### src/sv/particle_pool_engine_unit_macros.svh
// Assertion macros used by the particle pool top-level module.
`ifndef PARTICLE_POOL_ENGINE_UNIT_MACROS_SVH
`define PARTICLE_POOL_ENGINE_UNIT_MACROS_SVH

`ifndef SYNTH
`define PPE_ASSERT_IMP(label, ante, cons) \
  label: assert property (@(posedge clk) disable iff (!rst_n) (ante) |-> (cons)) \
    else $error("particle pool check failed");
`define PPE_ASSERT_NXT(label, ante, cons) \
  label: assert property (@(posedge clk) disable iff (!rst_n) (ante) |=> (cons)) \
    else $error("particle pool check failed");
`else
`define PPE_ASSERT_IMP(label, ante, cons)
`define PPE_ASSERT_NXT(label, ante, cons)
`endif

`endif

### src/sv/ppe_ram.sv
`default_nettype none

module ppe_ram #(
  parameter int WIDTH = 8,
  parameter int DEPTH = 64,
  localparam int AW = (DEPTH > 1) ? $clog2(DEPTH) : 1
) (
  input  wire logic                 clk,
  input  wire logic                 we,
  input  wire logic [AW-1:0]        waddr,
  input  wire logic [WIDTH-1:0]     wdata,
  input  wire logic                 re,
  input  wire logic [AW-1:0]        raddr,
  output      logic [WIDTH-1:0]     rdata
);

  logic [WIDTH-1:0] mem_r [DEPTH];
  logic [WIDTH-1:0] rdata_r;

  always_ff @(posedge clk) begin
    if (we) begin
      mem_r[waddr] <= wdata;
    end
    if (re) begin
      rdata_r <= mem_r[raddr];
    end
  end

  assign rdata = rdata_r;

endmodule

`default_nettype wire

### config.mk
export PLATFORM = sky130hd
export DESIGN_NAME = ppe_ram
export DESIGN_NICKNAME = d
export VERILOG_FILES = /design/src/sv/particle_pool_engine_unit_macros.svh /design/src/sv/ppe_ram.sv
export SDC_FILE = /design/constraint.sdc
export NUM_CORES = 1
export LEC_CHECK = 0
export ABC_AREA = 1
export BUFFER_PORTS_ARGS = -buffer_cell sky130_fd_sc_hd__buf_4
export CORE_ASPECT_RATIO = 0.5
export CORE_UTILIZATION = 67
export DETAILED_ROUTE_END_ITERATION = 12
export PLACE_DENSITY = 0.84
export SYNTH_ARGS = -nofsm -noshare
export SYNTH_HDL_FRONTEND = slang
export SYNTH_SLANG_ARGS = --single-unit
### constraint.sdc
create_clock -name clk -period 6.7 [get_ports clk]
set_clock_uncertainty 0.15 [all_clocks]
set_input_delay 1.34 -clock clk [delete_from_list [all_inputs] [get_ports clk]]
set_output_delay 1.34 -clock clk [all_outputs]
set_load 0.1 [all_outputs]
==> reports/qor_table.md <==
| Metric | Reported |
| --- | --- |
| Via count of the first global-routing pass | 13.4k |
| Run status | complete, no violations |
| Summed area of non-filler cells in the final layout | 22800 um^2 |
| Final hold viol count | 0 |
| Fmax | 251 MHz |
| First-pass GRT wire length | 78400 um |
| Fraction of the mapped netlist area in compound gates | 0% |
| Total via count after detailed routing | 14.4k |
| Power density normalized to cell area | 287 nW/um^2 |
| Fill count | 1885 |
| R2R setup slack | 4.89 ns |
| Number of max-slew violations in the final report | 0 |
| Hold Path Cell Cnt | 8 |
| Rows | 45 |
| Synthesized instance count | 1805 |
| Syn Nets | 1828 |
| TritonCTS clock tree | done |
| Minimum setup slack after placement | 2.31 ns |
| WL per Instance | 23.3 um |
| HPWL Detailed | 28100 um |
| Synthesized cell area | 21400 um^2 |
| Max-Slew Margin vs Limit | 21.9% |
| Setup repair after global routing missed its margin | false |
| Standard cell core area | 30900 um^2 |
| Vertical extent of the die | 128 um |
| Final setup margin | 2.72 ns |
| Cell type contributing the most total cell area after synthesis | sky130_fd_sc_hd__edfxtp_1 |
| Met2 Use GR | 50.2% |
| CP endpoint kind | register |
| Hold wc startpoint | mem_r[18][0] |
| Main combinational cell family by area after synthesis | simple AND/OR/NAND/NOR gates |
| Worst flop-to-flop path startpoint | mem_r[51][6] |
| Depth of the worst register-to-register path | 8 |
| Fraction of synthesized area in multiplexers | 0% |
| Library cells used by synthesis | 15 |
| Layer with the highest usage | met2 |
| Min-delay worst type | reg -> reg |
| Total negative setup slack | 0 ns |
| Number of buffers added by the clock tree synthesis step | 43 |
| Antenna violations before repair | 0 |
| Pin count of the biggest net entering global routing | 117 |
| Required @ worst endpoint | 6.99 ns |
| Number of nets in the layout | 1805 |
| Global placer's final weighted congestion | 0.915 |
| Fraction of the mapped netlist area in adder cells | 0% |
| Worst-case vdd ir drop | 0.217 mV |
| Global-route total usage across every layer | 32.6% |
| Worst Hold Endpoint | rdata[0] |
| Leakage component of the power | 0.00816 uW |
| First-pass iteration count of the detailed router | 6 |
| Routed vias/inst | 6.43 |
| Hold-fix buffers at CTS | 0 |
| Xor and xnor area share after synthesis | 0% |
| Destination of the worst register-to-register timing path | rdata[6] |
| Ranking of synthesized cells by area | sky130_fd_sc_hd__edfxtp_1 (73%), sky130_fd_sc_hd__nand2_1 (11%), sky130_fd_sc_hd__nand3_1 (10%) |
| Number of flip-flops and latches in the synthesized netlist | 520 |
| Die boundary width | 255 um |
| Setup Buffers After CTS | 0 |
| Max-cap violations | 0 |
| TritonCTS Sinks | 520 |
| Area enclosed by the die boundary | 32700 um^2 |
| Post-synth top area share | 72.9% |
| Final-report setup violation count | 0 |
| Final min period | 3.98 ns |
| Remaining DRCs | 0 |
| Wire length reported by the detailed router | 52100 um |
| Effective utilization at floorplan | 69.4% |
| Data arrival, critical path | 4.27 ns |
| Worst Path Class, Setup | in -> reg |
| CTS-repair resized insts | 0 |
| Average instance area after synthesis | 11.9 um^2 |
| Met1 Track Usage GR | 46.9% |
| Routing usage on met3 | 7.26% |
| Sequential share of the synthesized area | 72.9% |
| Violation count after the first detailed-route iteration | 2412 |
| CTS clk-pin slew, worst paths | 0.07 ns |
| Placement-stage cell area | 21500 um^2 |
| H-tree levels | 2 |
| Remaining global-route overflow | 0 |
| Later-pin clock latency in the skew report | 0.57 ns |
| Count of synthesis-stage warnings from yosys | 0 |
| Worst Setup Start Kind | input port |
| CTS root buffer | sky130_fd_sc_hd__clkbuf_16 |
| Final ANT Viol Nets | 0 |
| Synthesized-area fraction occupied by and/or/nand/nor cells | 23.1% |
| Share of cells above drive strength 1 | 6.06% |
| Max clock buf depth | 3 |
| Max FO, Critical Path | 116 |
| Transition at the pin with the smallest max-transition slack | 1.17 ns |
| Share of the clock period used by the worst path | 59.4% |
| Synthesis-to-finish area growth | 6.60% |
| Number of port buffers | 30 |
| I/O pins | 31 |
==> synth_stat cells <==
cell and n:
sky130_fd_sc_hd__nand3_1 439, sky130_fd_sc_hd__nor2_1 56, sky130_fd_sc_hd__buf_2 37, sky130_fd_sc_hd__clkbuf_1 15
sky130_fd_sc_hd__buf_4 14, sky130_fd_sc_hd__buf_8 2, sky130_fd_sc_hd__inv_1 10, sky130_fd_sc_hd__edfxtp_1 520
sky130_fd_sc_hd__nand2_1 648, sky130_fd_sc_hd__inv_2 1, sky130_fd_sc_hd__buf_6 35, sky130_fd_sc_hd__nor4_1 8
sky130_fd_sc_hd__nand4_1 9, sky130_fd_sc_hd__buf_1 10, sky130_fd_sc_hd__inv_6 1
==> state kept, by name, indices dropped and copies added, names as in the netlist <==
register  count
mem_r       512
rdata         8
==> routing by layer <==
metal,vias to the layer above,part of all wire (%)
li1,6300,-
met1,6814,37
met2,1119,46
met3,153,14
met4,0,3.4
met5,-,0
==> worst max-delay path, cell delays in order <==
cell and delay [ns]:
sky130_fd_sc_hd__buf_6 0.29, sky130_fd_sc_hd__inv_6 0.71, sky130_fd_sc_hd__buf_4 0.77, sky130_fd_sc_hd__nand2_1 0.12, sky130_fd_sc_hd__nand3_1 0.13, sky130_fd_sc_hd__nand3_1 0.13
sky130_fd_sc_hd__nand2_1 0.14, sky130_fd_sc_hd__nand2_1 0.07, sky130_fd_sc_hd__nand3_1 0.23, sky130_fd_sc_hd__nand3_1 0.15, sky130_fd_sc_hd__nand2_1 0.08
==> cells by family after synthesis <==
logic type,count (synthesis)
DFF,520
buffers and inverters,125
and+or+nand+nor,1160
==> layout make-up <==
type / instances / area, um^2 / area share (%)
Sequential cell: 520 / 15600 / 68.4
Multi-Input combinational cell: 1160 / 4950 / 21.7
Clock buffer: 54 / 1160 / 5.08
Tap cell: 423 / 529 / 2.32
Timing Repair Buffer: 45 / 342 / 1.50
Clock inverter: 23 / 186 / 0.816
Inverter: 12 / 52.6 / 0.230
Antenna cell: 1 / 2.50 / 0.0110
==> stage by stage <==
step | hold WS, ns | std cells | power, uW | util [%]
2_1_floorplan | 0.647 | 1805 | 3970 | -
3_3_place_gp | 0.711 | 2160 | 4100 | 69.6
3_5_place_dp | 0.726 | 2160 | 4110 | 69.6
4_1_cts | 0.744 | 2237 | 6520 | 74.0
5_1_grt | 0.828 | 2237 | 6680 | 74.0
6_report | 0.739 | 2238 | 6540 | 74.0
==> where the power goes <==
part	total (uW)	internal [uW]	leakage, uW	switching [uW]
sequential	3610	3610	0.00469	7.45
combinational	445	96.1	0.00280	349
clock	2490	1350	0.000672	1140
==> worst max path at each step <==
stage	startpoint	end	slack [ns]	cells after the start
final	raddr[0]	rdata[2]	2.72	11
after CTS	raddr[0]	rdata[2]	2.87	11
after global placement	raddr[1]	rdata[4]	2.31	10
after global routing	raddr[0]	rdata[6]	2.56	11
after floorplan	we	mem_r[48][0]	3.44	3
after detailed placement	raddr[0]	rdata[6]	2.31	11
==> cells in the final DEF (no fill, tap or decap) <==
| master | count |
|---|---|
| sky130_fd_sc_hd__clkbuf_1 | 9 |
| sky130_fd_sc_hd__inv_2 | 1 |
| sky130_fd_sc_hd__nor4_1 | 8 |
| sky130_fd_sc_hd__clkinv_2 | 13 |
| sky130_fd_sc_hd__clkinv_1 | 6 |
| sky130_fd_sc_hd__edfxtp_1 | 520 |
| sky130_fd_sc_hd__clkbuf_16 | 45 |
| sky130_fd_sc_hd__inv_1 | 9 |
| sky130_fd_sc_hd__diode_2 | 1 |
| sky130_fd_sc_hd__nor2_1 | 56 |
| sky130_fd_sc_hd__buf_4 | 44 |
| sky130_fd_sc_hd__bufinv_16 | 3 |
| sky130_fd_sc_hd__inv_4 | 1 |
| sky130_fd_sc_hd__nand4_1 | 9 |
| sky130_fd_sc_hd__inv_6 | 2 |
| sky130_fd_sc_hd__nand2_1 | 648 |
| sky130_fd_sc_hd__buf_6 | 1 |
| sky130_fd_sc_hd__nand3_1 | 439 |
Note: power is estimated with default switching activity, not from simulation.
