<file path="src/sv/particle_pool_engine_unit_macros.svh">
// Assertion macros used by the particle pool top-level module.
`ifndef PARTICLE_POOL_ENGINE_UNIT_MACROS_SVH
`define PARTICLE_POOL_ENGINE_UNIT_MACROS_SVH

`ifndef SYNTH
`define PPE_ASSERT_IMP(label, ante, cons) \
  label: assert property (@(posedge clk) disable iff (!rst_n) (ante) |-> (cons)) \
    else $error("particle pool check failed");
`define PPE_ASSERT_NXT(label, ante, cons) \
  label: assert property (@(posedge clk) disable iff (!rst_n) (ante) |=> (cons)) \
    else $error("particle pool check failed");
`else
`define PPE_ASSERT_IMP(label, ante, cons)
`define PPE_ASSERT_NXT(label, ante, cons)
`endif

`endif

</file>
<file path="src/sv/ppe_pkg.sv">
`default_nettype none

package ppe_pkg;

  localparam int POOL_SIZE  = 64;
  localparam int SLOT_W     = (POOL_SIZE > 1) ? $clog2(POOL_SIZE) : 1;
  localparam int SLOT_OUT_W = 6;

  localparam int DT_W    = 16;
  localparam int POS_W   = 24;
  localparam int LIFE_W  = 17;
  localparam int ALPHA_W = 17;
  localparam int GREY_W  = 8;
  localparam int JIT_W   = 7;
  localparam int SHADE_W = 7;
  localparam int FADE_W  = DT_W + 2;

  localparam logic [SLOT_W-1:0] LAST_SLOT = SLOT_W'(POOL_SIZE - 1);
  localparam logic [LIFE_W-1:0] ONE_Q16   = LIFE_W'(65536);
  localparam logic [GREY_W-1:0] GREY_BASE = GREY_W'(50);

  typedef enum logic {
    CMD_SPAWN = 1'b0,
    CMD_TICK  = 1'b1
  } ppe_cmd_t;

  typedef enum logic {
    KIND_SPAWN = 1'b0,
    KIND_LIVE  = 1'b1
  } ppe_kind_t;

  typedef enum logic [2:0] {
    ST_IDLE,
    ST_SRCH,
    ST_SPWR,
    ST_TICK,
    ST_FLUSH
  } ppe_state_t;

  typedef enum logic [1:0] {
    OL_NONE,
    OL_SPAWN,
    OL_PEND
  } ppe_oload_t;

  // One pool entry as held in the slot memory
  typedef struct packed {
    logic [LIFE_W-1:0]  life;
    logic [POS_W-1:0]   px;
    logic [POS_W-1:0]   py;
    logic [POS_W-1:0]   vx;
    logic [POS_W-1:0]   vy;
    logic [ALPHA_W-1:0] alpha;
    logic [GREY_W-1:0]  grey;
  } ppe_word_t;

  localparam int WORD_W = $bits(ppe_word_t);

  typedef struct packed {
    ppe_kind_t          kind;
    logic [SLOT_W-1:0]  slot;
    logic [POS_W-1:0]   px;
    logic [POS_W-1:0]   py;
    logic [ALPHA_W-1:0] alpha;
    logic [GREY_W-1:0]  grey;
  } ppe_res_t;

  typedef struct packed {
    logic              capture;
    logic              adv;
    logic              spawn_wr;
    logic              pend_load;
    ppe_oload_t        out_load;
    logic              out_last;
    logic              ram_we;
    logic [SLOT_W-1:0] ram_waddr;
    logic              ram_re;
    logic [SLOT_W-1:0] ram_raddr;
  } ppe_ctl_t;

endpackage

`default_nettype wire

</file>
<file path="src/sv/ppe_dp.sv">
`default_nettype none

module ppe_dp import ppe_pkg::*; (
  input  wire logic                       clk,
  input  wire ppe_ctl_t                   ctl,
  input  wire logic [DT_W-1:0]            in_time_step,
  input  wire logic signed [POS_W-1:0]    in_source_x,
  input  wire logic signed [POS_W-1:0]    in_source_y,
  input  wire logic signed [POS_W-1:0]    in_source_vx,
  input  wire logic signed [POS_W-1:0]    in_source_vy,
  input  wire logic signed [POS_W-1:0]    in_spawn_offset_x,
  input  wire logic signed [POS_W-1:0]    in_spawn_offset_y,
  input  wire logic signed [JIT_W-1:0]    in_jitter_tenths,
  input  wire logic [SHADE_W-1:0]         in_shade_hundredths,
  input  wire ppe_word_t                  ram_rdata,
  output      ppe_word_t                  ram_wdata,
  output      logic                       b_live,
  output      logic                       out_report_kind,
  output      logic [SLOT_OUT_W-1:0]      out_slot,
  output      logic signed [POS_W-1:0]    out_position_x,
  output      logic signed [POS_W-1:0]    out_position_y,
  output      logic [ALPHA_W-1:0]         out_alpha,
  output      logic [GREY_W-1:0]          out_grey_hundredths,
  output      logic                       out_last
);

  // x / 10 == (x * DIV10_MUL) >> DIV10_SH for every |x| <= 2^23
  localparam logic [POS_W-1:0] DIV10_MUL = POS_W'(13421773);
  localparam int               DIV10_SH  = 27;
  // x / 5 == (x * JIT_MUL) >> JIT_SH for x <= 8192
  localparam logic [15:0]      JIT_MUL   = 16'd52429;
  localparam int               JIT_SH    = 18;
  localparam int               JX_W      = JIT_W + 7;

  function automatic logic [POS_W-1:0] div10(input logic [POS_W-1:0] v);
    logic                 neg;
    logic [POS_W-1:0]     mag;
    logic [2*POS_W-1:0]   prod;
    logic [POS_W-1:0]     q;
    neg  = v[POS_W-1];
    mag  = neg ? (~v + 1'b1) : v;
    prod = (2*POS_W)'(mag) * (2*POS_W)'(DIV10_MUL);
    q    = POS_W'(prod >> DIV10_SH);
    return neg ? (~q + 1'b1) : q;
  endfunction

  // Jitter tenths to Q15.8: j * 128 / 5, truncated toward zero
  function automatic logic [POS_W-1:0] jitter_q8(input logic [JIT_W-1:0] j);
    logic                neg;
    logic [JIT_W-1:0]    mag;
    logic [JX_W-1:0]     x;
    logic [JX_W+15:0]    prod;
    logic [POS_W-1:0]    q;
    neg  = j[JIT_W-1];
    mag  = neg ? (~j + 1'b1) : j;
    x    = {mag, 7'b0};
    prod = (JX_W+16)'(x) * (JX_W+16)'(JIT_MUL);
    q    = POS_W'(prod >> JIT_SH);
    return neg ? (~q + 1'b1) : q;
  endfunction

  logic [DT_W-1:0]    dt_r;
  logic [FADE_W-1:0]  fade_r;
  logic [POS_W-1:0]   src_x_r, src_y_r, src_vx_r, src_vy_r, off_x_r, off_y_r;
  logic [JIT_W-1:0]   jit_r;
  logic [SHADE_W-1:0] shade_r;
  logic [POS_W-1:0]   vel_x_r, vel_y_r, jit_q_r;
  ppe_word_t          c_word_r;
  logic [POS_W-1:0]   c_dx_r, c_dy_r;
  ppe_res_t           pend_r, out_r;
  logic               out_last_r;

  logic [DT_W+2:0]             fade5;
  logic [LIFE_W-1:0]           dt_ext;
  logic [LIFE_W-1:0]           life_dec;
  logic signed [DT_W:0]        dt_s;
  logic signed [POS_W+DT_W:0]  prod_x, prod_y;
  logic [ALPHA_W:0]            alpha_ext;
  logic [ALPHA_W-1:0]          alpha_new;
  ppe_word_t                   b_word;
  ppe_word_t                   tick_word, spawn_word;
  ppe_res_t                    tick_res, spawn_res;

  assign fade5 = {1'b0, in_time_step, 2'b00} + {3'b000, in_time_step};

  always_ff @(posedge clk) begin
    if (ctl.capture) begin
      dt_r     <= in_time_step;
      fade_r   <= fade5[DT_W+2:1];
      src_x_r  <= in_source_x;
      src_y_r  <= in_source_y;
      src_vx_r <= in_source_vx;
      src_vy_r <= in_source_vy;
      off_x_r  <= in_spawn_offset_x;
      off_y_r  <= in_spawn_offset_y;
      jit_r    <= in_jitter_tenths;
      shade_r  <= in_shade_hundredths;
    end
    vel_x_r <= div10(src_vx_r);
    vel_y_r <= div10(src_vy_r);
    jit_q_r <= jitter_q8(jit_r);
  end

  // Sweep stage B: entry just read from the slot memory
  assign dt_ext   = LIFE_W'(dt_r);
  assign life_dec = (ram_rdata.life > dt_ext) ? ram_rdata.life - dt_ext : '0;
  assign b_live   = (life_dec != '0);
  assign dt_s     = $signed({1'b0, dt_r});
  assign prod_x   = $signed(ram_rdata.vx) * dt_s;
  assign prod_y   = $signed(ram_rdata.vy) * dt_s;

  always_comb begin
    b_word      = ram_rdata;
    b_word.life = life_dec;
  end

  always_ff @(posedge clk) begin
    if (ctl.adv) begin
      c_word_r      <= b_word;
      // floor(v * dt / 2^16), low bits only since position wraps
      c_dx_r        <= prod_x[POS_W+DT_W-1:DT_W];
      c_dy_r        <= prod_y[POS_W+DT_W-1:DT_W];
    end
  end

  // Sweep stage C: move and fade
  assign alpha_ext = {1'b0, c_word_r.alpha};
  assign alpha_new = ((ALPHA_W+1)'(alpha_ext) > (ALPHA_W+1)'(fade_r)) ?
                     ALPHA_W'(alpha_ext - (ALPHA_W+1)'(fade_r)) : '0;

  always_comb begin
    tick_word       = c_word_r;
    tick_word.px    = c_word_r.px - c_dx_r;
    tick_word.py    = c_word_r.py - c_dy_r;
    tick_word.alpha = alpha_new;

    spawn_word.life  = ONE_Q16;
    spawn_word.px    = src_x_r + jit_q_r + off_x_r;
    spawn_word.py    = src_y_r + jit_q_r + off_y_r;
    spawn_word.vx    = vel_x_r;
    spawn_word.vy    = vel_y_r;
    spawn_word.alpha = ONE_Q16;
    spawn_word.grey  = GREY_BASE + GREY_W'(shade_r);

    tick_res.kind  = KIND_LIVE;
    tick_res.slot  = ctl.ram_waddr;
    tick_res.px    = tick_word.px;
    tick_res.py    = tick_word.py;
    tick_res.alpha = tick_word.alpha;
    tick_res.grey  = tick_word.grey;

    spawn_res.kind  = KIND_SPAWN;
    spawn_res.slot  = ctl.ram_waddr;
    spawn_res.px    = spawn_word.px;
    spawn_res.py    = spawn_word.py;
    spawn_res.alpha = spawn_word.alpha;
    spawn_res.grey  = spawn_word.grey;
  end

  assign ram_wdata = ctl.spawn_wr ? spawn_word : tick_word;

  always_ff @(posedge clk) begin
    if (ctl.pend_load) begin
      pend_r <= tick_res;
    end
    case (ctl.out_load)
      OL_SPAWN: begin
        out_r      <= spawn_res;
        out_last_r <= 1'b1;
      end
      OL_PEND: begin
        out_r      <= pend_r;
        out_last_r <= ctl.out_last;
      end
      default: begin
        out_r      <= out_r;
        out_last_r <= out_last_r;
      end
    endcase
  end

  assign out_report_kind     = out_r.kind;
  assign out_slot            = SLOT_OUT_W'(out_r.slot);
  assign out_position_x      = $signed(out_r.px);
  assign out_position_y      = $signed(out_r.py);
  assign out_alpha           = out_r.alpha;
  assign out_grey_hundredths = out_r.grey;
  assign out_last            = out_last_r;

endmodule

`default_nettype wire
</file>
<file path="config.mk">
export PLATFORM = sky130hd
export DESIGN_NAME = ppe_dp
export DESIGN_NICKNAME = d
export VERILOG_FILES = /design/src/sv/particle_pool_engine_unit_macros.svh /design/src/sv/ppe_pkg.sv /design/src/sv/ppe_dp.sv
export SDC_FILE = /design/constraint.sdc
export NUM_CORES = 2
export LEC_CHECK = 0
export BUFFER_PORTS_ARGS = -buffer_cell sky130_fd_sc_hd__buf_2
export CELL_PAD_IN_SITES_DETAIL_PLACEMENT = 0
export CELL_PAD_IN_SITES_GLOBAL_PLACEMENT = 1
export CORE_ASPECT_RATIO = 0.6
export CORE_UTILIZATION = 40
export CTS_BUF_LIST = sky130_fd_sc_hd__clkbuf_16
export DETAILED_ROUTE_END_ITERATION = 7
export PLACE_DENSITY_LB_ADDON = 0.1
export SKIP_LAST_GASP = 1
export SYNTH_ARGS = -nofsm -noshare
export SYNTH_HDL_FRONTEND = slang
export SYNTH_SLANG_ARGS = --single-unit
</file>
<file path="constraint.sdc">
create_clock -name clk -period 10.5 [get_ports clk]
set_clock_uncertainty 0.1 [all_clocks]
set_input_delay 1.05 -clock clk [delete_from_list [all_inputs] [get_ports clk]]
set_output_delay 1.05 -clock clk [all_outputs]
set_load 0.02 [all_outputs]
</file>
==> results by group <==
Finish
  – Area delta synth->final: 11.3%
  – FF/Latch Area: 17500 µm²
  – Layout Cells excl Fill: 10700
  – Share of cells above drive strength 1: 11.7%
  – Filler instances: 18500
  – Nets: 10500
  – Area of the multi-input gates: 53300 µm²
  – Cell area after layout: 86500 µm²

GRT
  – Total gr overflow: 0
  – First-pass GRT wire length: 377 mm
  – Largest net degree at the start of global routing: 74
  – Vias in the first global route: 56000
  – GRT Util Overall: 26.4%
  – Initial antenna violation count: 42

STA
  – Fin crit share: 95.2%
  – Final number of hold-violating endpoints: 0
  – Slew margin rel.: 23.9%
  – Max Fclk: 100 MHz
  – Setup TNS: 0 ns
  – RSZ-0062 raised after global routing: false
  – Fin crit period: 9.99 ns
  – Worst slew pin tran: 1.13 ns
  – # setup viols final: 0
  – Max Slew Vio Count: 0

Yosys
  – EDFF count, synth: 537
  – Synth Area in Compound Gates: 6.55%
  – Post-synthesis cell type count: 96
  – Sequential share of the synthesized area: 22.5%
  – Simple-gate portion of the synthesized area: 10.2%
  – Yosys reg bits: 605
  – Synth async-reset ratio: 0%
  – Syn_area_per_cell: 10.4 µm²
  – Post-synthesis xor/xnor area fraction: 4.00%
  – Synth Warn #: 0
  – Adder-Cell Fraction of Synth Area: 46.3%
  – Post-Synthesis Cell Area: 77700 µm²
  – Cells after Synth: 7471
  – Mux cell area share after synthesis: 1.47%
  – Largest family of logic cells by synthesized area: adder cells
  – Most used DFF post-synth: edfxtp_1
  – Post-synth net total: 9932

CTS
  – Max Buffers Root-to-Sink: 3
  – Worst skew pair latency: 0.72 ns
  – CTS tree: done
  – Post-CTS Setup Repair Bufs: 0
  – CTS sink cnt: 605
  – Clock transition at path regs: 0.06 ns
  – Root buf cell: clkbuf_16
  – Total CTS buffers: 71
  – Hold Buf Count CTS: 0
  – Post-CTS sizing: 0
  – H-tree depth: 3

Detailed routing
  – DRC violations left: 2
  – Vias: 54400
  – Routed Antenna Nets: 0
  – Vias per inst: 5.09
  – Post-DR wirelength/cell: 23.7 µm
  – TritonRoute pass-1 iters: 8
  – Total Wirelength: 253 mm
  – Iter 0 DRT Violations: 4234

Worst setup path
  – WS Path Type: reg -> reg
  – Critical-path top delay cell: or4_1
  – WP data required: 11.04 ns
  – CP Launch Type: flip-flop
  – Crit path buffers/inverters: 7
  – CP delay by family, top: adder cells
  – CP peak stage delay: 0.63 ns
  – Cell mode on critical path: fa_1
  – Crit path DAT: 10.53 ns
  – Critical path capture point type: flip-flop
  – Worst-path maximum fanout: 6

Outcome
  – Status: finished, violations left
  – Failing checks: DRC

Place
  – DP Area: 84100 µm²
  – GPL Wtd Cong: 0.946
  – Post-Place Cells: 10500
  – Port bufs: 545
  – DP HPWL: 210 mm

Min path
  – Worst Hold Class: reg -> reg

Die
  – Chip Height: 343 µm
  – Core area: 192000 µm²
  – Site Rows: 124
  – Ports: 554
  – Starting Density: 40.5%
  – Horiz. Die Dim: 571 µm
  – Die area: 196000 µm²

Job
  – Max_cap viols: 0
==> cells in the final DEF, fill, tap and decap left out, types with 14 or more instances in the layout <==
cell,netlist,layout
nand2b_1,34,34
a31oi_1,23,23
o21a_1,42,42
nor2b_1,51,51
fa_1,1245,1245
xnor2_1,252,247
buf_4,0,133
mux2_2,97,97
o31ai_1,34,34
nand2_1,715,715
o211ai_1,19,19
dfxtp_1,68,68
nor2_1,190,190
o21ai_0,188,188
buf_2,2,541
clkinv_1,2,14
o21bai_1,24,24
nor3_1,88,88
and2_1,327,327
and3_1,25,25
ha_1,882,881
edfxtp_1,537,537
nor4_1,17,17
a211oi_1,34,34
inv_1,1679,1694
or2_2,20,20
nand4_1,22,22
clkbuf_16,0,72
or3_1,23,23
nand3_1,67,67
a21o_1,83,83
a21oi_1,185,185
xor2_1,101,101
==> routing by layer <==
metal	vias to the layer above	track usage [%]	routed length, µm
li1	24800	-	-
met1	27600	42.3	129000
met2	1721	34.4	95300
met3	217	7.73	23900
met4	14	4.77	4690
met5	-	0	86
==> synth_stat cells, drive strengths merged (17+ instances only) <==
master | n | area (µm²)
nand2 | 715 | 2680
nor2b | 51 | 319
o31ai | 34 | 255
inv | 1679 | 6300
a21oi | 185 | 926
clkbuf | 192 | 721
and2 | 327 | 2050
o21bai | 25 | 199
and3 | 25 | 156
ha | 882 | 11000
nor3 | 89 | 450
a31oi | 25 | 178
nor2 | 190 | 713
or3 | 24 | 155
fa | 1245 | 24900
xor2 | 101 | 885
edfxtp | 537 | 16100
nand2b | 35 | 226
o21a | 42 | 315
nor4 | 17 | 106
o211ai | 20 | 155
mux2 | 97 | 1090
nand4 | 22 | 138
a21o | 83 | 623
nand3 | 68 | 345
xnor2 | 253 | 2220
o21ai | 190 | 951
or2 | 21 | 134
dfxtp | 68 | 1360
a211oi | 36 | 280
==> worst register-to-register path, delay by kind of cell (launching register included) <==
kind | cells | cell delay (ns)
buffers and inverters | 7 | 0.69
AND/OR/NAND/NOR | 5 | 2.18
XOR/XNOR | 3 | 0.50
flip-flops | 1 | 0.48
AO/OA/AOI/OAI | 7 | 2.17
adder cells (fa/ha/maj) | 8 | 3.81
==> state kept, by name, indices dropped and copies added (netlist names), 24 cells and up <==
name	count
c_word_r	121
pend_r	79
c_dx_r	24
c_dy_r	24
off_x_r	24
off_y_r	24
out_position_x	24
out_position_y	24
src_vx_r	24
src_vy_r	24
src_x_r	24
src_y_r	24
vel_x_r	24
vel_y_r	24
==> final cells by class <==
| cell class | instances | share of cell area [%] |
|---|---|---|
| Timing Repair Buffer | 680 | 4.40 |
| Clock inverter | 58 | 0.709 |
| Multi-Input combinational cell | 4987 | 61.5 |
| Inverter | 1681 | 7.29 |
| Antenna cell | 10 | 0.0289 |
| Clock buffer | 72 | 2.08 |
| Tap cell | 2583 | 3.74 |
| Sequential cell | 605 | 20.2 |
==> through the flow <==
step	util (%)	hold slack (ns)	setup slack, ns
floorplan	-	0.322	1.75
finish	45.1	0.343	0.506
global placement	43.8	0.325	0.746
detailed placement	43.8	0.331	0.685
CTS	45.1	0.346	0.608
global route	45.1	0.359	0.00500
==> worst paths after layout <==
path          startpoint  slack [ns]     endpoint  depth (start not counted)
min          c_word_r[0]        0.34    pend_r[0]                          0
max reg2reg  src_vy_r[5]        0.51  vel_y_r[20]                         30
max          src_vy_r[5]        0.51  vel_y_r[20]                         30
min reg2reg  c_word_r[0]        0.34    pend_r[0]                          0
==> logic make-up after synthesis <==
logic type | Yosys count
XOR/XNOR | 354
adder cells (fa/ha/maj) | 2127
AO/OA/AOI/OAI | 771
multiplexers | 102
AND/OR/NAND/NOR | 1633
buffers and inverters | 1879
flip-flops | 605
Power is not shown: default switching activity piles up to over one toggle a cycle in this logic, so the estimate is an artifact.
