$ cat config.mk
export PLATFORM = sky130hd
export DESIGN_NAME = ppe_ctrl
export DESIGN_NICKNAME = d
export VERILOG_FILES = /design/src/sv/particle_pool_engine_unit_macros.svh /design/src/sv/ppe_pkg.sv /design/src/sv/ppe_ctrl.sv
export SDC_FILE = /design/constraint.sdc
export NUM_CORES = 1
export LEC_CHECK = 0
export BUFFER_PORTS_ARGS = -buffer_cell sky130_fd_sc_hd__buf_4
export CAP_MARGIN = 40
export CELL_PAD_IN_SITES_DETAIL_PLACEMENT = 0
export CELL_PAD_IN_SITES_GLOBAL_PLACEMENT = 1
export CORE_MARGIN = 3
export CORE_UTILIZATION = 30
export DETAILED_ROUTE_END_ITERATION = 8
export HOLD_SLACK_MARGIN = 0.15
export PLACE_DENSITY = 0.63
export RECOVER_POWER = 100
export SETUP_SLACK_MARGIN = 0.1
export SLEW_MARGIN = 20
export SYNTH_ARGS = -nofsm -noshare
export SYNTH_HDL_FRONTEND = slang
export SYNTH_SLANG_ARGS = --single-unit
export TNS_END_PERCENT = 30
$ cat constraint.sdc
create_clock -name clk -period 6.07 [get_ports clk]
set_input_delay 0 -clock clk [delete_from_list [all_inputs] [get_ports clk]]
set_output_delay 0 -clock clk [all_outputs]
set_load 0.01 [all_outputs]
$ cat src/sv/particle_pool_engine_unit_macros.svh
// Assertion macros used by the particle pool top-level module.
`ifndef PARTICLE_POOL_ENGINE_UNIT_MACROS_SVH
`define PARTICLE_POOL_ENGINE_UNIT_MACROS_SVH

`ifndef SYNTH
`define PPE_ASSERT_IMP(label, ante, cons) \
  label: assert property (@(posedge clk) disable iff (!rst_n) (ante) |-> (cons)) \
    else $error("particle pool check failed");
`define PPE_ASSERT_NXT(label, ante, cons) \
  label: assert property (@(posedge clk) disable iff (!rst_n) (ante) |=> (cons)) \
    else $error("particle pool check failed");
`else
`define PPE_ASSERT_IMP(label, ante, cons)
`define PPE_ASSERT_NXT(label, ante, cons)
`endif

`endif

$ cat src/sv/ppe_pkg.sv
`default_nettype none

package ppe_pkg;

  localparam int POOL_SIZE  = 64;
  localparam int SLOT_W     = (POOL_SIZE > 1) ? $clog2(POOL_SIZE) : 1;
  localparam int SLOT_OUT_W = 6;

  localparam int DT_W    = 16;
  localparam int POS_W   = 24;
  localparam int LIFE_W  = 17;
  localparam int ALPHA_W = 17;
  localparam int GREY_W  = 8;
  localparam int JIT_W   = 7;
  localparam int SHADE_W = 7;
  localparam int FADE_W  = DT_W + 2;

  localparam logic [SLOT_W-1:0] LAST_SLOT = SLOT_W'(POOL_SIZE - 1);
  localparam logic [LIFE_W-1:0] ONE_Q16   = LIFE_W'(65536);
  localparam logic [GREY_W-1:0] GREY_BASE = GREY_W'(50);

  typedef enum logic {
    CMD_SPAWN = 1'b0,
    CMD_TICK  = 1'b1
  } ppe_cmd_t;

  typedef enum logic {
    KIND_SPAWN = 1'b0,
    KIND_LIVE  = 1'b1
  } ppe_kind_t;

  typedef enum logic [2:0] {
    ST_IDLE,
    ST_SRCH,
    ST_SPWR,
    ST_TICK,
    ST_FLUSH
  } ppe_state_t;

  typedef enum logic [1:0] {
    OL_NONE,
    OL_SPAWN,
    OL_PEND
  } ppe_oload_t;

  // One pool entry as held in the slot memory
  typedef struct packed {
    logic [LIFE_W-1:0]  life;
    logic [POS_W-1:0]   px;
    logic [POS_W-1:0]   py;
    logic [POS_W-1:0]   vx;
    logic [POS_W-1:0]   vy;
    logic [ALPHA_W-1:0] alpha;
    logic [GREY_W-1:0]  grey;
  } ppe_word_t;

  localparam int WORD_W = $bits(ppe_word_t);

  typedef struct packed {
    ppe_kind_t          kind;
    logic [SLOT_W-1:0]  slot;
    logic [POS_W-1:0]   px;
    logic [POS_W-1:0]   py;
    logic [ALPHA_W-1:0] alpha;
    logic [GREY_W-1:0]  grey;
  } ppe_res_t;

  typedef struct packed {
    logic              capture;
    logic              adv;
    logic              spawn_wr;
    logic              pend_load;
    ppe_oload_t        out_load;
    logic              out_last;
    logic              ram_we;
    logic [SLOT_W-1:0] ram_waddr;
    logic              ram_re;
    logic [SLOT_W-1:0] ram_raddr;
  } ppe_ctl_t;

endpackage

`default_nettype wire

$ cat src/sv/ppe_ctrl.sv
`default_nettype none

module ppe_ctrl import ppe_pkg::*; (
  input  wire logic clk,
  input  wire logic rst_n,
  input  wire logic in_valid,
  output      logic in_ready,
  input  wire logic in_command,
  output      logic out_valid,
  input  wire logic out_ready,
  input  wire logic b_live,
  output      ppe_ctl_t ctl
);

  ppe_state_t            state_r, state_nxt;
  logic [POOL_SIZE-1:0]  alive_r, alive_nxt;
  logic [SLOT_W-1:0]     last_used_r, last_used_nxt;
  logic [SLOT_W-1:0]     idx_r, idx_nxt;
  logic [SLOT_W-1:0]     cnt_r, cnt_nxt;
  logic [SLOT_W-1:0]     slot_r, slot_nxt;
  logic                  b_v_r, b_v_nxt;
  logic [SLOT_W-1:0]     b_idx_r, b_idx_nxt;
  logic                  b_alive_r, b_alive_nxt;
  logic                  c_v_r, c_v_nxt;
  logic [SLOT_W-1:0]     c_idx_r, c_idx_nxt;
  logic                  pend_v_r, pend_v_nxt;
  logic                  out_valid_r, out_valid_nxt;
  logic                  adv;

  // Hold the whole sweep while a finished result waits downstream
  assign adv = !(out_valid_r && !out_ready);

  always_ff @(posedge clk) begin
    if (!rst_n) begin
      state_r     <= ST_IDLE;
      alive_r     <= '0;
      last_used_r <= '0;
      idx_r       <= '0;
      cnt_r       <= '0;
      b_v_r       <= 1'b0;
      c_v_r       <= 1'b0;
      pend_v_r    <= 1'b0;
      out_valid_r <= 1'b0;
    end else begin
      state_r     <= state_nxt;
      alive_r     <= alive_nxt;
      last_used_r <= last_used_nxt;
      idx_r       <= idx_nxt;
      cnt_r       <= cnt_nxt;
      b_v_r       <= b_v_nxt;
      c_v_r       <= c_v_nxt;
      pend_v_r    <= pend_v_nxt;
      out_valid_r <= out_valid_nxt;
    end
  end

  always_ff @(posedge clk) begin
    slot_r    <= slot_nxt;
    b_idx_r   <= b_idx_nxt;
    b_alive_r <= b_alive_nxt;
    c_idx_r   <= c_idx_nxt;
  end

  always_comb begin
    state_nxt     = state_r;
    alive_nxt     = alive_r;
    last_used_nxt = last_used_r;
    idx_nxt       = idx_r;
    cnt_nxt       = cnt_r;
    slot_nxt      = slot_r;
    b_v_nxt       = b_v_r;
    b_idx_nxt     = b_idx_r;
    b_alive_nxt   = b_alive_r;
    c_v_nxt       = c_v_r;
    c_idx_nxt     = c_idx_r;
    pend_v_nxt    = pend_v_r;
    out_valid_nxt = out_valid_r && !out_ready;
    in_ready      = 1'b0;

    ctl           = '0;
    ctl.out_load  = OL_NONE;
    ctl.adv       = adv;
    ctl.ram_raddr = idx_r;
    ctl.ram_waddr = c_idx_r;
    ctl.ram_re    = adv && (state_r == ST_TICK);

    // Tick sweep: issue read, update life, write back and report
    if (adv) begin
      b_v_nxt     = (state_r == ST_TICK);
      b_idx_nxt   = idx_r;
      b_alive_nxt = alive_r[idx_r];
      c_v_nxt     = b_v_r && b_alive_r && b_live;
      c_idx_nxt   = b_idx_r;
      if (b_v_r) begin
        alive_nxt[b_idx_r] = b_alive_r && b_live;
      end
      if (c_v_r) begin
        ctl.ram_we    = 1'b1;
        ctl.pend_load = 1'b1;
        pend_v_nxt    = 1'b1;
        // Previous live particle is not the final one: release it
        if (pend_v_r) begin
          ctl.out_load  = OL_PEND;
          out_valid_nxt = 1'b1;
        end
      end
    end

    case (state_r)
      ST_IDLE: begin
        in_ready = 1'b1;
        if (in_valid) begin
          ctl.capture = 1'b1;
          if (ppe_cmd_t'(in_command) == CMD_SPAWN) begin
            state_nxt = ST_SRCH;
            idx_nxt   = last_used_r;
            cnt_nxt   = '0;
          end else begin
            state_nxt = ST_TICK;
            idx_nxt   = '0;
          end
        end
      end
      ST_SRCH: begin
        if (!alive_r[idx_r]) begin
          slot_nxt  = idx_r;
          state_nxt = ST_SPWR;
        end else if (cnt_r == LAST_SLOT) begin
          // Pool full: reuse slot zero
          slot_nxt  = '0;
          state_nxt = ST_SPWR;
        end else begin
          cnt_nxt = cnt_r + 1'b1;
          idx_nxt = (idx_r == LAST_SLOT) ? '0 : idx_r + 1'b1;
        end
      end
      ST_SPWR: begin
        if (adv) begin
          ctl.ram_we         = 1'b1;
          ctl.ram_waddr      = slot_r;
          ctl.spawn_wr       = 1'b1;
          ctl.out_load       = OL_SPAWN;
          out_valid_nxt      = 1'b1;
          alive_nxt[slot_r]  = 1'b1;
          last_used_nxt      = slot_r;
          state_nxt          = ST_IDLE;
        end
      end
      ST_TICK: begin
        if (adv) begin
          if (idx_r == LAST_SLOT) begin
            state_nxt = ST_FLUSH;
          end else begin
            idx_nxt = idx_r + 1'b1;
          end
        end
      end
      ST_FLUSH: begin
        if (!b_v_r && !c_v_r) begin
          if (!pend_v_r) begin
            state_nxt = ST_IDLE;
          end else if (adv) begin
            ctl.out_load  = OL_PEND;
            ctl.out_last  = 1'b1;
            out_valid_nxt = 1'b1;
            pend_v_nxt    = 1'b0;
            state_nxt     = ST_IDLE;
          end
        end
      end
      default: begin
        state_nxt = ST_IDLE;
      end
    endcase
  end

  assign out_valid = out_valid_r;

endmodule

`default_nettype wire

==> results of run 1 <==
==> cells in the final DEF (no fill, tap or decap), drive strengths merged, types with 3 or more instances in the layout <==
cell type	n
a21oi	81
a31oi	5
and2	4
and3	6
buf	19
clkbuf	33
dfxtp	89
dlygate4sd3	5
edfxtp	19
inv	11
mux2i	69
mux4	16
nand2	134
nand2b	7
nand3	16
nand3b	7
nor2	89
nor2b	9
nor3	12
nor3b	7
nor4	3
o21ai	7
==> flip-flops by register name, summed over array words and instances, names as in the netlist <==
signal / count
alive_r: 64
b_idx_r: 6
c_idx_r: 6
cnt_r: 6
idx_r: 6
last_used_r: 6
slot_r: 6
state_r: 3
b_alive_r: 1
b_v_r: 1
c_v_r: 1
out_valid: 1
pend_v_r: 1
==> stage by stage <==
step | cells | util | cell area (µm²) | worst slack, ns
after floorplan | 666 | - | 5790 | 3.60
after global placement | 922 | 0.330 | 6210 | 2.91
after detailed placement | 926 | 0.331 | 6230 | 3.06
after CTS | 947 | 0.350 | 6590 | 2.75
after global routing | 947 | 0.343 | 6450 | 1.72
final | 947 | 0.343 | 6450 | 1.99
==> per-layer routing <==
metal / wire, µm / vias up / part of all wire
li1: - / 2352 / -
met4: 161 / 0 / 0.0089
met3: 733 / 10 / 0.040
met1: 8490 / 2362 / 0.47
met2: 8750 / 115 / 0.48
met5: 0 / - / 0
==> logic make-up (layout without fill, tap and decap cells) <==
kind of cell,after synthesis,count (layout),synth area share
AO/OA/AOI/OAI,110,110,0.116
adder cells (fa/ha/maj),2,2,0.00432
XOR/XNOR,2,2,0.00302
AND/OR/NAND/NOR,305,305,0.238
multiplexers,87,87,0.190
buffers and inverters,52,73,0.0419
flip-flops,108,108,0.406
==> layout make-up <==
| type | instances | area, µm² | area share |
|---|---|---|---|
| Timing Repair Buffer | 48 | 278 | 0.0430 |
| Clock inverter | 7 | 82.6 | 0.0128 |
| Tap cell | 260 | 325 | 0.0504 |
| Multi-Input combinational cell | 506 | 3160 | 0.489 |
| Inverter | 9 | 33.8 | 0.00523 |
| Sequential cell | 108 | 2350 | 0.364 |
| Clock buffer | 9 | 225 | 0.0349 |
==> worst max-delay path: stages, from the launching register on <==
cell	delay, ns
dfxtp_1	0.33
clkbuf_1	0.89
mux4_1	0.45
nand2_1	0.08
a32oi_1	0.28
a31oi_1	0.26
o311ai_0	1.06
nand2_4	0.19
o32ai_1	0.41
==> repair_timing <==
action,4_1_cts,5_1_grt
gates resized for setup,0,0
endpoints found under the hold margin,14,0
hold buffers,5,0
==> power breakdown <==
part	switching, W	internal (W)	leakage, nW
Combinational	0.000198	0.0000869	0.934
Sequential	0.0000461	0.000767	0.929
Clock	0.000297	0.000327	0.145
==> worst paths after layout <==
path / to / cells after the start / start
max reg2reg: idx_r[2] / 8 / idx_r[0]
min: b_idx_r[0] / 0 / idx_r[0]
min reg2reg: b_idx_r[0] / 0 / idx_r[0]
max: idx_r[2] / 8 / idx_r[0]
==> reports/results.ini, run 1 <==
[outcome]
outcome=completed

[synth]
yosysMostFrequentCell=nand2_1
yosys-top-cells-count=nand2_1, dfxtp_1, nor2_1
yosysTopAreaCellShare=0.308
synthTopCellsByArea=dfxtp_1, mux2i_1, edfxtp_1
synth_area_um2=5790
synth_seq_cells=108
yosys.area.top_type=dfxtp_1
syn_inst=666
ys_seq_area_frac=0.406
synth_cell_types=58
synth_fp_nets=674
synthArstFlopShare=0
avgSynthCellArea_um2=8.70
ys.flop_type=dfxtp_1
synth_edf_count=19
yosys_warnings=0

[timing]
worst_pin_slew_ns=1.21
hold_viol_final=0
fmax_mhz=245
setup_viol_count_final=0
holdWs_ns=0.438
rsz0062_at_grt=no
slew_headroom=0.193
slew_viol_final=0
tns_ns=0
min_period_ns=4.08
skew_ns=0.0150
finalCritPeriodShare=0.672

[clock_network]
clkTransAtPathRegs_ns=0.08
insertion_delay_ns=0.37
numCtsBuffers=9
tritoncts=done
cts_buffer_depth=2
cts_max_level=3
cts_root_buffer=clkbuf_16
cts_setup_buffers=0
cts.sinks=108

[grt]
antenna_found_initial=0
grt_busiest_layer=met2
gr-usage-met3=0.0250
globalRouteOverflowTotal=0
grtUsageTotal=0.171
grt_start_max_net_pins=67
grt_pass1_wl_mm=28.0
met1_usage=0.239
use_met2=0.280
first_global_vias=4548

[floorplan]
die_w_um=145
dieArea_um2=21000
start_util=0.308
io_pins=29
core_area_um2=18800
dieHeight_um=145
rows=50

[layout]
syn2layout_area_growth_pct=11.4
fill_cells=1968
drive_gt1_frac=0.0815
n_antenna_cell=0
nNetsFinal=690

[power_and_ir_drop]
power_density_nw_per_um2=267
ir_drop_v=0.000140
leakagePower_nw=2.01
power.total_w=0.00172

[drt]
antenna_left=0
vias=4839
drt_iter0_drc=355
first_pass_iters=5
vias_per_cell=5.11
routed_wl_mm=18.1
drt-wirelength-per-cell_um=19.1
drcViolationCount=0

[worst_setup_path]
crit_type=reg2reg
timing.reg2reg.setup_slack_ns=1.99
cp-start-kind=flip-flop
cp.required_ns=6.32
cp.arrival_ns=4.32
end_kind=flip-flop
crit_path_max_fanout=20

[min_path]
hp-class=reg2reg

[placement]
place.gp.congestion=0.867
portBuffers=28
dp_hpwl_mm=12.4

[flow_run]
maxCapViolations=0

No activity file was read; power rests on OpenSTA's default activity.
==> run 2: changes to the inputs <==
Clock period 6.07 ns to 3.91 ns, I/O delays scaled along.
==> reports/results.ini, run 2 (synthesis gave the netlist of run 1 again) <==
[outcome]
outcome=completed

[drt]
vias=4939
antenna_left=0
drt_iter0_drc=526
drt-wirelength-per-cell_um=19.1
vias_per_cell=5.19
routed_wl_mm=18.1
first_pass_iters=5
drcViolationCount=0

[clock_network]
cts_root_buffer=clkbuf_16
cts_max_level=3
insertion_delay_ns=0.36
tritoncts=done
cts.sinks=108
cts_setup_buffers=0
numCtsBuffers=9
clkTransAtPathRegs_ns=0.08
cts_buffer_depth=2

[worst_setup_path]
cp.required_ns=4.16
cp-start-kind=flip-flop
crit_type=reg2reg
cp.arrival_ns=3.61
crit_path_max_fanout=12
end_kind=flip-flop

[timing]
finalCritPeriodShare=0.859
hold_viol_final=0
rsz0062_at_grt=no
tns_ns=0
skew_ns=0.00903
setup_viol_count_final=0
fmax_mhz=298
slew_viol_final=0
min_period_ns=3.36
slew_headroom=0.310
worst_pin_slew_ns=1.02

[layout]
syn2layout_area_growth_pct=12.1
final_cells=952
mostFrequentLayoutCells=nand2_1, dfxtp_1, nor2_1
drive_gt1_frac=0.0795
n_antenna_cell=0
regMostFlops=alive_r
nNetsFinal=695
final_common_cell=nand2_1
largest_register_ffs=64

[grt]
grt_start_max_net_pins=54
antenna_found_initial=0
first_global_vias=4639
grtUsageTotal=0.172
grt_pass1_wl_mm=28.2
globalRouteOverflowTotal=0

[power_and_ir_drop]
combPwrFrac=0.169
p_int_w=0.00177
swShare=0.319
seq_power_share=0.489
p_sw_w=0.000827
leakagePower_nw=2.01
p_clk_frac=0.342
power_density_nw_per_um2=400
ir_drop_v=0.000165

[placement]
dp_cells=928
place.gp.congestion=0.860
dp_hpwl_mm=12.4
portBuffers=28

[floorplan]
start_util=0.308
die_w_um=145
core_area_um2=18800
rows=50
io_pins=29
dieArea_um2=21000
dieHeight_um=145

[flow_run]
maxCapViolations=0

[min_path]
hp-class=in2reg

run 2: power by group through the flow:
stage / sequential [W] / clock (W) / combinational (W)
3_5_place_dp: 0.00129 / 0 / 0.000472
5_1_grt: 0.00128 / 0.000951 / 0.000480
3_3_place_gp: 0.00129 / 0 / 0.000464
4_1_cts: 0.00127 / 0.000916 / 0.000479
2_1_floorplan: 0.00124 / 0 / 0.000345
6_report: 0.00127 / 0.000888 / 0.000439
run 2: per-layer routing:
layer | part of all wire | vias up | wire length (µm) | GRT usage
li1 | - | 2360 | - | -
met1 | 0.47 | 2412 | 8500 | 0.247
met2 | 0.45 | 145 | 8220 | 0.266
met3 | 0.056 | 22 | 1020 | 0.0237
met4 | 0.021 | 0 | 389 | 0.0632
met5 | 0 | - | 0 | 0
run 2: path summary, 6_finish.rpt:
| path | from | end | slack [ns] | depth (start not counted) |
|---|---|---|---|---|
| worst min register to register | last_used_r[4] | last_used_r[4] | 0.48 | 2 |
| worst max register to register | idx_r[0] | cnt_r[3] | 0.55 | 8 |
| worst min-delay path | b_live | c_v_r | 0.25 | 4 |
| worst max-delay path | idx_r[0] | cnt_r[3] | 0.55 | 8 |
run 2: worst max-delay path, cell delays in order, from the launching register on:
cell and delay [ns]:
dfxtp_1 0.75, mux4_1 0.64, mux2i_1 0.23, a32oi_1 0.08, a31oi_1 0.49, nor4_4 0.19, a21o_1 0.20, o211a_1 0.11
dlygate4sd3_1 0.55
run 2: final cells by class:
type,instances,area [µm²]
Sequential cell,108,2350
Clock inverter,7,56.3
Clock buffer,9,225
Multi-Input combinational cell,506,3170
Fill cell,1957,12300
Tap cell,260,325
Inverter,9,33.8
Timing Repair Buffer,53,324
run 2: per-stage QoR:
stage                util  power [W]  area [µm²]  hold WS (ns)  worst slack (ns)
CTS                 0.350    0.00266        6600         0.251             0.485
global placement    0.330    0.00176        6210         0.363              1.03
detailed placement  0.332    0.00177        6260         0.366             0.854
floorplan               -    0.00159        5790         0.141              1.44
global route        0.345    0.00271        6490         0.278             0.393
finish              0.345    0.00260        6490         0.253             0.552
run 2: what timing repair did:
item	CTS	global route
hold buffers	6	0
endpoints found under the hold margin	13	0
resized for setup	0	0
==> run 3: changes to the inputs <==
Settings changed: SKIP_CTS_REPAIR_TIMING set to 1.
Clock period 3.91 ns to 3.7 ns, I/O delays scaled along.
==> reports/results.ini, run 3 (synthesis gave the netlist of run 1 again) <==
[layout]
nNetsFinal=693
final_cells=950
drive_gt1_frac=0.0855
mostFrequentLayoutCells=nand2_1, dfxtp_1, nor2_1
regMostFlops=alive_r
n_antenna_cell=0
final_common_cell=nand2_1
largest_register_ffs=64
syn2layout_area_growth_pct=12.3

[timing]
setup_viol_count_final=0
worst_pin_slew_ns=0.848
finalCritPeriodShare=0.859
fmax_mhz=314
skew_ns=0.00743
min_period_ns=3.18
hold_viol_final=0
slew_viol_final=0
rsz0062_at_grt=no
slew_headroom=0.434
holdWs_ns=0.266
tns_ns=0
postLayoutSetupSlackWorst_ns=0.520

[grt]
antenna_found_initial=0
grt_pass1_wl_mm=27.0
globalRouteOverflowTotal=0
grtUsageTotal=0.163
first_global_vias=4557
grt_start_max_net_pins=53

[power_and_ir_drop]
ir_drop_v=0.000206
power_density_nw_per_um2=429
power.total_w=0.00279
leakagePower_nw=2.00

[worst_setup_path]
crit_type=reg2reg
startpoint=idx_r[2]
end_kind=flip-flop
path_cells=clkbuf_1, mux4_2, nand2_1, nand3_1, a31oi_4, nor3_1, nor2_1
rr_startpoint=idx_r[2]
crit_path_max_fanout=14
cp_slowest_stage_delay_ns=0.81
critPathTopFamily=flip-flops
cpMaxStageDelayCell=dfxtp_1
cp.arrival_ns=3.17
path_buf_inv=1
cp-start-kind=flip-flop
cp.required_ns=3.69

[drt]
routed_wl_mm=17.6
antenna_left=0
drcViolationCount=0
first_pass_iters=5
vias=4809
drt-wirelength-per-cell_um=18.5
vias_per_cell=5.06
drt_iter0_drc=486

[clock_network]
numCtsBuffers=9
cts_root_buffer=clkbuf_16
cts_max_level=3
tritoncts=done
cts.sinks=108
clkTransAtPathRegs_ns=0.08
insertion_delay_ns=0.35
cts_buffer_depth=2

[floorplan]
rows=50
io_pins=29
core_area_um2=18800
die_w_um=145
dieHeight_um=145
start_util=0.308
dieArea_um2=21000

[flow_run]
maxCapViolations=0

[placement]
place.gp.congestion=0.829
place_ws_ns=0.724
dp_cells=927
dp_hpwl_mm=12.1
portBuffers=28

[min_path]
hp-class=in2reg
holdCritStartpoint=b_live

[outcome]
outcome=completed

-- run 3: changes by cell type in the layout (fill, tap and decap cells not counted), moves of 2 or more --
cell / before / now
inv_6: 3 / 0
clkinvlp_4: 0 / 3
clkinv_4: 3 / 0
dlygate4sd3_1: 6 / 4
-- run 3: worst register-to-register path: cells and delay by family (launching register included) --
kind	cells	cell delay, ns
DFF	1	0.81
muxes	1	0.40
buffers and inverters	1	0.51
and+or+nand+nor	4	0.76
AOI/OAI and AO/OA	1	0.32
-- run 3: path summary, 6_finish.rpt --
kind,to,slack [ns],depth (start not counted)
worst max-delay path,slot_r[5],0.52,7
worst min-delay path,c_v_r,0.27,4
worst max register to register,slot_r[5],0.52,7
worst min register to register,last_used_r[5],0.47,2
-- run 3: where the power goes --
group,switching [W],internal [W]
clock,0.000456,0.000529
combinational,0.000331,0.000148
sequential,0.0000673,0.00126
total,0.000854,0.00194
-- run 3: final cells by class --
type                       count  area [µm²]
tap                          260         325
timing repair buffer          51         290
clock inverter                 7        75.1
sequential                   108        2350
fill                        1967       12300
multi-input combinational    506        3200
clock buffer                   9         225
inverter                       9        33.8
-- run 3: metrics by stage --
step	cell area, µm²	utilization
3_3_place_gp	6210	0.330
3_5_place_dp	6270	0.333
2_1_floorplan	5790	-
4_1_cts	6570	0.349
5_1_grt	6510	0.346
6_report	6510	0.346
-- run 3: routing by layer --
metal,part of all wire,vias to the layer above,track usage
li1,-,2356,-
met1,0.48,2308,0.235
met2,0.47,129,0.259
met3,0.041,16,0.0137
met4,0.016,0,0.0565
met5,0,-,0
